File: config.mk
export PLATFORM = sky130hd
export DESIGN_NAME = rrip_ram
export DESIGN_NICKNAME = d
export VERILOG_FILES = /design/src/rrip_ram.sv
export SDC_FILE = /design/constraint.sdc
export NUM_CORES = 1
export LEC_CHECK = 0
export ABC_AREA = 1
export ABC_CLOCK_PERIOD_IN_PS = 1670
export BUFFER_PORTS_ARGS = -buffer_cell sky130_fd_sc_hd__clkbuf_2
export CORE_MARGIN = 2
export CORE_UTILIZATION = 65
export DETAILED_ROUTE_END_ITERATION = 6
export PLACE_DENSITY = 0.86
export SYNTH_ARGS = -nofsm -noshare
export SYNTH_HDL_FRONTEND = slang
export SYNTH_SLANG_ARGS = --single-unit
File: constraint.sdc
create_clock -name clk -period 1.67 [get_ports clk]
set_clock_uncertainty 0.15 [all_clocks]
set_input_delay 0.0835 -clock clk [delete_from_list [all_inputs] [get_ports clk]]
set_output_delay 0.0835 -clock clk [all_outputs]
set_load 0.02 [all_outputs]
File: src/rrip_ram.sv
// ----------------------------------------------------------------------------
// rrip_ram
// Generic single-port-write, single-read RAM with a registered read.
// ----------------------------------------------------------------------------
`default_nettype none
module rrip_ram #(
	parameter int WIDTH = 8,
	parameter int DEPTH = 16
) (
	input  wire logic                     clk,
	input  wire logic                     we,
	input  wire logic [$clog2(DEPTH)-1:0] waddr,
	input  wire logic [WIDTH-1:0]         wdata,
	input  wire logic [$clog2(DEPTH)-1:0] raddr,
	output logic      [WIDTH-1:0]         rdata
);
	logic [WIDTH-1:0] mem [DEPTH];

	// Write port and registered read port.
	always_ff @(posedge clk) begin
		if (we) begin
			mem[waddr] <= wdata;
		end
		rdata <= mem[raddr];
	end
endmodule
`default_nettype wire

Word level (Yosys, flattened, before mapping) --
Memories as Yosys holds them, arrays and structs flattened. A register that Yosys moved wholly into a read port is not among the register bits. Cells that the tools add are included. Widths: inputs -> output; s select.
Operators by class: add/sub/neg operators 0, multiply operators 0, divide/modulo/power cells 0, $lt $le $gt $ge 0, eq/ne operators 0, shift operators 0, muxes and demuxes 2, bitwise logic cells 0, reductions and logical operators 0
Operators with widths (count):
- $mux 1 | 2
Storage, ports and cells: bits in registers 0, latch bits 0, memory bits (writable) 128, memory bits (read-only) 0, bits of input ports 18, output and inout bits 8, memories 1
Memories:
- mem | depth 16, width 8, rd ports 1, clocked after Yosys merged registers in 1, wr ports 1, RTL line 17 | logic [WIDTH-1:0] mem [DEPTH];

Depth between registers and ports, before layout --
Gate-level depths: netlist of the first run.
depth after elaboration 2, gate-level depth with buffers 8, gate-level depth less buffers 7

Worst setup path before layout of the first run --
Ideal clock, no wire load.
path kind input to register, start point in waddr[2], end point mem mem[10][0], enable pin, library setup time 0.370 ns, data arrival time 0.664 ns, required time 1.150 ns, path slack 0.486 ns, cell stages on the path 2, buffers on the path 0, path through nand3b_1 -> nor2_1
RTL lines:
- start: declaration | RTL line 12 | input wire logic [$clog2(DEPTH)-1:0] waddr,
- end: declaration | RTL line 17
No word-level cell before the write port.

==> reports/metrics.yaml, run 1 <==
postPlaceCellArea_um2: 6040
outcome: "complete, but fails checks"
cts_tree: "built"
via_count: 4258
layout-drive-gt1-share_pct: 12.4
post_drt_wl_per_cell_um: 19.7
violations: "design-rule violations"
fin_crit_sh_pct: 84.5
synth_top_cells_by_area: "edfxtp_1, nand2_1, nand3_1"
cellPowerDensity_nw_per_um2: 1230
nets: 619
hp-class: "in2reg"
ys.flop_type: "edfxtp_1"
clk_pin_slew_ns: 0.06
core_area_um2: 8680
drc: 4
worstPathRequired_ns: 1.92
r2r-end: "rdata[3]$_DFF_P_"
synth_common_cells: "nand2_1, edfxtp_1, inv_1, nand3_1, nor2_1"
reg2regPathDepth: 6
grt_pass1_vias: 4211
synthArstFlopShare_pct: 0
fin_ws_ns: 0.258
synth_top_cell_by_area: "edfxtp_1"
finalPower_w: 0.00832
grt_antenna_before_repair: 0
pre_cts_ws_ns: 0.290
cts.sink_count: 136
drt_iter0_markers: 751
ctsRootBufferMaster: "clkbuf_8"
ys_ff_latch: 136
finalHoldViolCount: 0
dieArea_um2: 9640
path_class: "in2reg"
seq_area_frac_synth_pct: 69.4
worstMarginPinSlew_ns: 0.610
cp_max_fo: 16
slew_violations: 0
ctsLongestPathBuffers: 2
crit_arrival_ns: 1.66
dieHeight_um: 98.2
postCtsSetupBuffers: 0
max_slew_margin_pct: 59.3
synth_nets: 569
fin_cells: 722
first_pass_iters: 7
setup_viol: 0
area_growth_pct: 17.3
gp_congestion: 0.841
rsz0062_at_grt: "false"
synth-edff-count: 128
fin_tns_setup_ns: 0
fmax_mhz: 708
p_leak_nw: 2.98
hpwlAfterDp_mm: 7.48
drt_wl_total_mm: 14.2
cts-buffers-inserted: 17
vdd_ir_drop_max_uv: 935
rrSetupSlack_ns: 0.28
h-tree-depth: 4
syn_area_um2: 5770
worstReg2RegStart: "mem[1][3]$_DFFE_PP_"
antenna_left: 0
synthCells: 551
grt_remaining_overflow: 0
ys_types: 12
avgSynthCellArea_um2: 10.5
grt_pass1_wl_mm: 22.4
dp.cells: 680
hold_depth: 4
die_w_um: 98.2
detail_route.vias_per_cell: 5.90
netlist.area_leader.share_pct: 66.7
pin_count: 26
stdcell_area_um2: 6760
cp-start-kind: "input port"
critPathCaptureType: "flop"
initial_utilization_pct: 66.5
grt.total_usage_pct: 31.3
synth_most_common_cell: "nand2_1"
yosys_warnings: 0
num_rows: 34
grt_max_degree: 65
hold_end: "mem[2][2]$_DFFE_PP_"
hold_start: "we"
drv_cap: 0
n_antenna_cell: 0
min_period_ns: 1.41
io_buffers: 25
clkLatencyLatePin_ns: 0.52
## worst max-delay path by stage
stage          slack, ns           startpoint  cells after the start                    to
6_report            0.26             raddr[2]                      6      rdata[3]$_DFF_P_
5_1_grt             0.26  mem[1][3]$_DFFE_PP_                      6      rdata[3]$_DFF_P_
4_1_cts             0.33             raddr[2]                      6      rdata[3]$_DFF_P_
3_5_place_dp        0.29             raddr[1]                      6      rdata[3]$_DFF_P_
3_3_place_gp        0.34             raddr[1]                      6      rdata[7]$_DFF_P_
2_1_floorplan       0.49             waddr[2]                      2  mem[10][0]$_DFFE_PP_
## report_power, final
group / switching, W / internal, W / total [W] / leakage, nW
clock: 0.00137 / 0.00258 / 0.00395 / 0.299
combinational: 0.000375 / 0.000152 / 0.000527 / 1.45
sequential: 0.0000255 / 0.00382 / 0.00384 / 1.22
## final cells by class
class / instances / area (um^2)
repair buffers: 55 / 400
flip-flops and latches: 136 / 4000
clock buffers: 20 / 425
inverters: 102 / 383
multi-input cells: 289 / 1210
well taps: 108 / 135
clock inverters: 12 / 201
fillers: 488 / 1920
## flip-flops by register name, indices dropped and copies added (netlist names)
register,cells
mem,128
rdata,8
## logic make-up after synthesis
kind of cell,count (synthesis),synth area share (%)
and+or+nand+nor,289,21.0
DFF,136,69.4
buffers and inverters,126,9.52
## placed cells by master, fill, tap and decap left out
master	count
inv_2	2
nand3b_1	2
clkbuf_2	25
clkbuf_16	16
nand2_1	173
inv_1	100
buf_4	18
clkinvlp_4	2
dlygate4sd3_1	10
clkbuf_8	1
edfxtp_1	128
clkinv_2	2
nand3_1	97
dfxtp_1	8
buf_12	2
clkbuf_1	3
nor2_1	17
bufinv_16	5
clkinv_4	3
## metrics by stage
stage / hold slack (ns) / util (%)
5_1_grt: 0.0687 / 77.9
2_1_floorplan: 0.0324 / -
4_1_cts: 0.0453 / 77.9
6_report: 0.0553 / 77.9
3_5_place_dp: 0.317 / 69.6
3_3_place_gp: 0.323 / 69.6
## timing repair
action / in CTS / in global routing
hold buffers: 10 / 0
hold endpoints to repair: 136 / 0
gates resized for setup: 0 / 0
## routing by layer
| metal | up-vias | global-route usage (%) | routed length [um] |
|---|---|---|---|
| met5 | - | 0 | 0 |
| met2 | 352 | 51.1 | 7050 |
| met3 | 44 | 5.73 | 1690 |
| li1 | 1879 | - | - |
| met4 | 0 | 15.3 | 536 |
| met1 | 1983 | 40.9 | 4950 |
## worst max-delay path, stage by stage
cell and delay [ns]:
dlygate4sd3_1 0.53, clkbuf_2 0.11, inv_1 0.42, nand3_1 0.22
nand3_1 0.20, nand2_1 0.10
No activity file was read; power rests on OpenSTA's default activity.
==> inputs of run 2 (changes only) <==
==> config.mk (replaced) <==
export PLATFORM = sky130hd
export DESIGN_NAME = rrip_ram
export DESIGN_NICKNAME = d
export VERILOG_FILES = /design/src/rrip_ram.sv
export SDC_FILE = /design/constraint.sdc
export NUM_CORES = 1
export LEC_CHECK = 0
export ABC_AREA = 0
export ABC_CLOCK_PERIOD_IN_PS = 1300
export BUFFER_PORTS_ARGS = -buffer_cell sky130_fd_sc_hd__clkbuf_2
export CORE_MARGIN = 2
export CORE_UTILIZATION = 60
export DETAILED_ROUTE_END_ITERATION = 6
export PLACE_DENSITY = 0.8
export SYNTH_ARGS = -nofsm -noshare
export SYNTH_HDL_FRONTEND = slang
export SYNTH_SLANG_ARGS = --single-unit
==> constraint.sdc (replaced) <==
create_clock -name clk -period 1.3 [get_ports clk]
set_clock_uncertainty 0.15 [all_clocks]
set_input_delay 0.065 -clock clk [delete_from_list [all_inputs] [get_ports clk]]
set_output_delay 0.065 -clock clk [all_outputs]
set_load 0.02 [all_outputs]
==> run 2 against run 1 <==
The flow finishes with violations (negative hold slack, negative setup slack). Highest routed layer unchanged. Hold slack lost 0.072 ns. Sequential share of layout area grew 2.5 points. Die area shrank 3.2%. Clock power grew 24%. Worst setup slack lost 0.47 ns. Core utilization grew 0.71 points. Global-route usage shrank 5.4 points. Power grew 26%. Sequential power grew 29%. First-iteration DRC count shrank 58%. Cell count shrank 41%.
==> reports/metrics.yaml, run 2 <==
p_leak_nw: 2.24
swShare_pct: 20.1
ys_ff_latch: 136
antenna_left: 0
finalHoldViolCount: 1
cts_tree: "built"
path_class: "reg2reg"
worstPathRequired_ns: 1.56
worstMarginPinSlew_ns: 0.808
grt_max_degree: 17
hpwlAfterDp_mm: 6.81
cts.sink_count: 136
comb_power_share_pct: 5.9
outcome: "complete, but fails checks"
netlist.area_leader.share_pct: 74.7
seq_area_frac_synth_pct: 77.8
gp_congestion: 0.790
nets: 324
synthCells: 229
cp-start-kind: "flop"
avgSynthCellArea_um2: 22.5
num_rows: 33
vdd_ir_drop_max_uv: 1300
multi_input_area_um2: 1100
first_pass_iters: 5
fin_cells: 424
synth_nets: 247
fill_cells: 423
ff_latch_area_um2: 4000
synth_top_cell_by_area: "edfxtp_1"
drt_wl_total_mm: 11.2
reg_top3: "mem x128, rdata x8"
setup_viol: 15
power.internal_w: 0.00835
dieHeight_um: 96.6
syn_area_um2: 5150
clkLatencyLatePin_ns: 0.51
via_count: 2641
drv_cap: 0
yosys_warnings: 0
clk_pin_slew_ns: 0.06
regMostFlops: "mem"
drc: 0
max_slew_margin_pct: 46.0
h-tree-depth: 4
synth_most_common_cell: "edfxtp_1"
grt_pass1_vias: 2813
crit_arrival_ns: 1.76
post_drt_wl_per_cell_um: 26.5
dieArea_um2: 9340
fin_crit_sh_pct: 116
ys_types: 19
synth-edff-count: 128
final_common_cell: "edfxtp_1"
power.net_switching_w: 0.00211
grt_remaining_overflow: 0
min_period_ns: 1.51
cellPowerDensity_nw_per_um2: 1610
drt_iter0_markers: 317
io_buffers: 25
rsz0062_at_grt: "true"
fmax_mhz: 663
layout_common_cells: "edfxtp_1, mux4_2, clkbuf_2, buf_4, clkbuf_16"
fin_ws_ns: -0.209
pre_cts_ws_ns: -0.365
n_antenna_cell: 0
slew_violations: 0
grt.total_usage_pct: 25.9
layout-drive-gt1-share_pct: 40.8
area_growth_pct: 26.2
ys.flop_type: "edfxtp_1"
grt_pass1_wl_mm: 17.1
dp.cells: 382
grt_antenna_before_repair: 0
cp_max_fo: 1
largest_register_ffs: 128
cts-buffers-inserted: 17
die_w_um: 96.6
finalPower_w: 0.0105
pwr-share-clk_pct: 46.8
synthArstFlopShare_pct: 0
critPathCaptureType: "flop"
violations: "negative hold slack, negative setup slack"
core_area_um2: 8260
detail_route.vias_per_cell: 6.23
ctsRootBufferMaster: "clkbuf_8"
synth_top_cells_by_area: "edfxtp_1, mux4_2, mux4_1"
initial_utilization_pct: 62.3
rrSetupSlack_ns: -0.21
ctsLongestPathBuffers: 2
hp-class: "in2reg"
pwr-share-seq_pct: 47.2
pin_count: 26
synth_common_cells: "edfxtp_1, mux4_2, a22oi_1, mux4_1, nor2_1"
hold-worst-slack_ns: -0.0170
[run 2: cell count changes after synthesis, moves of 4 or more]
cell / previous run / this run
mux4_2: 0 / 18
nor2_1: 17 / 13
buf_2: 13 / 3
nand2_1: 173 / 9
inv_1: 100 / 0
nor3_1: 0 / 4
nand3_1: 97 / 1
a22oi_1: 0 / 16
mux4_1: 0 / 14
[run 2: metrics by stage]
step | area [um^2] | setup TNS (ns) | utilization [%]
floorplan | 5190 | -0.517 | -
global placement | 5750 | -4.18 | 69.7
detailed placement | 5750 | -5.17 | 69.7
CTS | 6460 | -1.32 | 78.2
global route | 6490 | -1.77 | 78.6
finish | 6490 | -1.29 | 78.6
[run 2: area by class of cell]
| cell class | count | area share, % |
|---|---|---|
| timing repair buffer | 68 | 9.94 |
| sequential | 136 | 61.7 |
| multi-input combinational | 83 | 17.0 |
| tap | 105 | 2.02 |
| clock buffer | 20 | 6.71 |
| clock inverter | 12 | 2.70 |
[run 2: cell families (layout without fill, tap and decap cells)]
kind of cell	Yosys count	count (layout)	share of synthesized area [%]
AOI/OAI and AO/OA	16	16	2.33
buffers and inverters	10	100	1.68
DFF	136	136	77.8
muxes	32	32	15.0
and+or+nand+nor	35	35	3.18
[run 2: metal layers]
layer  global-route usage, %  routed length, um
met2                    42.5               5970
met1                    33.5               4200
met5                       0                  0
met4                    9.75                235
met3                    7.30                821
[run 2: what timing repair did]
item	4_1_cts	5_1_grt
buffers inserted	0	0
pin swaps	6	3
gates resized for setup	8	14
endpoints found under the hold margin	189	0
endpoints found under the setup margin	8	47
hold buffers	11	0
[run 2: final timing paths]
path                                            from          endpoint  cells after the start
worst max-delay path             mem[0][4]$_DFFE_PP_  rdata[4]$_DFF_P_                      4
worst min-delay path                        raddr[0]  rdata[1]$_DFF_P_                      4
worst max register to register   mem[0][4]$_DFFE_PP_  rdata[4]$_DFF_P_                      4
worst min register to register  mem[10][6]$_DFFE_PP_  rdata[6]$_DFF_P_                      3
[run 2: worst max-delay path: stages (launching register included)]
cell,delay [ns]
edfxtp_1,0.40
mux4_2,0.49
a22oi_2,0.17
buf_4,0.15
nand2_2,0.04
[run 2: power groups by stage]
stage	Clock, W	Combinational [W]	Sequential (W)
2_1_floorplan	0	0.000257	0.00505
3_3_place_gp	0	0.000546	0.00502
3_5_place_dp	0	0.000563	0.00503
4_1_cts	0.00495	0.000613	0.00494
5_1_grt	0.00512	0.000661	0.00495
6_report	0.00490	0.000621	0.00494
==> inputs of run 3 (changes only) <==
==> constraint.sdc (replaced) <==
create_clock -name clk -period 1.3 [get_ports clk]
set_clock_uncertainty 0.15 [all_clocks]
set_input_delay 0.065 -clock clk [delete_from_list [all_inputs] [get_ports clk]]
set_output_delay 0.065 -clock clk [all_outputs]
set_load 0.05 [all_outputs]
==> run 3 against run 2 <==
The run still ends with negative hold slack, negative setup slack left. Combinational power grew 15%. Sequential power is essentially flat. First-iteration DRC count shrank 21%. Routed wire length is the same. Core utilization grew 0.48 points. Clock power is essentially flat. Count of clock-buffer cells in the layout is the same. Fmax grew 0.96%. Non-clock buffer count is the same. Sequential share of layout area shrank 0.38 points. Register-to-register slack is essentially flat. Via count grew 0.42%.
==> reports/metrics.yaml, run 3 (same netlist as run 2, synthesis figures left out) <==
outcome: "complete, but fails checks"
violations: "negative hold slack, negative setup slack"
cp-start-kind: "flop"
dp.cells: 382
grt_pass1_wl_mm: 17.1
first_pass_iters: 5
via_count: 2652
detail_route.vias_per_cell: 6.25
pin_count: 26
fin_crit_sh_pct: 115
ff_latch_area_um2: 4000
fin_tns_setup_ns: -1.34
grt_pass1_vias: 2806
grt_max_degree: 17
hpwlAfterDp_mm: 6.81
drt_iter0_markers: 251
postCtsSetupBuffers: 0
drc: 0
grt.total_usage_pct: 26.0
cp_cell_sequence: "mux4_2 -> a22oi_2 -> buf_4 -> nand2_2"
core_area_um2: 8260
area_growth_pct: 26.9
reg_top3: "mem x128, rdata x8"
h-tree-depth: 4
slew_violations: 0
cts_tree: "built"
layout_common_cells: "edfxtp_1, mux4_2, buf_4, clkbuf_16, clkbuf_2"
drt_wl_total_mm: 11.2
cellPowerDensity_nw_per_um2: 1610
setup_viol: 16
cp_slowest_cell: "mux4_2"
grt_antenna_before_repair: 0
clk_pin_slew_ns: 0.06
fin_ws_ns: -0.195
layout-drive-gt1-share_pct: 40.8
critPathCaptureType: "flop"
cts.sink_count: 136
hold-worst-slack_ns: -0.0123
nets: 324
ctsLongestPathBuffers: 2
vdd_ir_drop_max_uv: 1300
initial_utilization_pct: 62.3
fin_cells: 424
final_common_cell: "edfxtp_1"
p_leak_nw: 2.25
max_stage_delay_ns: 0.50
clkLatencyLatePin_ns: 0.51
multi_input_area_um2: 1100
worstMarginPinSlew_ns: 0.859
crit_arrival_ns: 1.75
drv_cap: 0
io_buffers: 25
antenna_left: 0
fmax_mhz: 669
dieHeight_um: 96.6
die_w_um: 96.6
max_slew_margin_pct: 42.6
rsz0062_at_grt: "true"
fill_cells: 416
num_rows: 33
stdcell_area_um2: 6530
worstPathRequired_ns: 1.56
cp_max_fo: 1
ctsRootBufferMaster: "clkbuf_8"
n_antenna_cell: 0
path_class: "reg2reg"
gp_congestion: 0.790
finalHoldViolCount: 1
hp-class: "in2reg"
postPlaceCellArea_um2: 5750
cts-buffers-inserted: 17
dieArea_um2: 9340
rrSetupSlack_ns: -0.19
regMostFlops: "mem"
grt_remaining_overflow: 0
post_drt_wl_per_cell_um: 26.5
min_period_ns: 1.49
largest_register_ffs: 128
[run 3: cell types whose count changed in the layout (fill, tap and decap cells not counted)]
cell | previous run | this run
buf_4 | 17 | 18
buf_8 | 0 | 1
clkbuf_2 | 24 | 16
clkbuf_4 | 0 | 4
clkbuf_8 | 2 | 4
[run 3: per-stage QoR]
step | total power [W] | util [%] | worst slack (ns)
finish | 0.0105 | 79.1 | -0.195
global route | 0.0108 | 79.1 | -0.245
CTS | 0.0106 | 78.7 | -0.232
detailed placement | 0.00566 | 69.7 | -0.365
global placement | 0.00563 | 69.7 | -0.328
floorplan | 0.00537 | - | -0.0515
[run 3: path summary, 6_finish.rpt]
check | endpoint | cells after the start | startpoint
max | rdata[4]$_DFF_P_ | 4 | mem[3][4]$_DFFE_PP_
min | rdata[1]$_DFF_P_ | 4 | raddr[0]
max reg2reg | rdata[4]$_DFF_P_ | 4 | mem[3][4]$_DFFE_PP_
min reg2reg | rdata[3]$_DFF_P_ | 3 | mem[0][3]$_DFFE_PP_
[run 3: power breakdown]
group          switching (W)  internal, W
clock                0.00173      0.00316
sequential         0.0000368      0.00490
combinational       0.000400     0.000315
total                0.00217      0.00838
[run 3: critical path: cells and delay by family, from the launching register on]
family,cells,cell delay [ns]
buffers and inverters,1,0.15
multiplexers,1,0.50
AND/OR/NAND/NOR,1,0.04
AO/OA/AOI/OAI,1,0.16
flip-flops,1,0.39
[run 3: metal layers]
| layer | part of all wire (%) | up-vias | GRT usage, % |
|---|---|---|---|
| met4 | 2.1 | 0 | 9.75 |
| met2 | 54 | 155 | 42.5 |
| met5 | 0 | - | 0 |
| met3 | 8.2 | 21 | 7.23 |
| li1 | - | 1121 | - |
| met1 | 36 | 1355 | 33.8 |
[run 3: timing repair]
| action | in CTS | in global routing |
|---|---|---|
| hold buffers | 11 | 0 |
| gates resized for setup | 19 | 16 |
| pin swaps | 6 | 3 |
| endpoints found under the hold margin | 189 | 0 |
| setup endpoints to repair | 16 | 49 |
[run 3: cell type report]
type	count	area share, %
clock buffer	20	6.66
timing repair buffer	68	10.5
sequential	136	61.3
tap	105	2.01
clock inverter	12	2.68
multi-input combinational	83	16.9
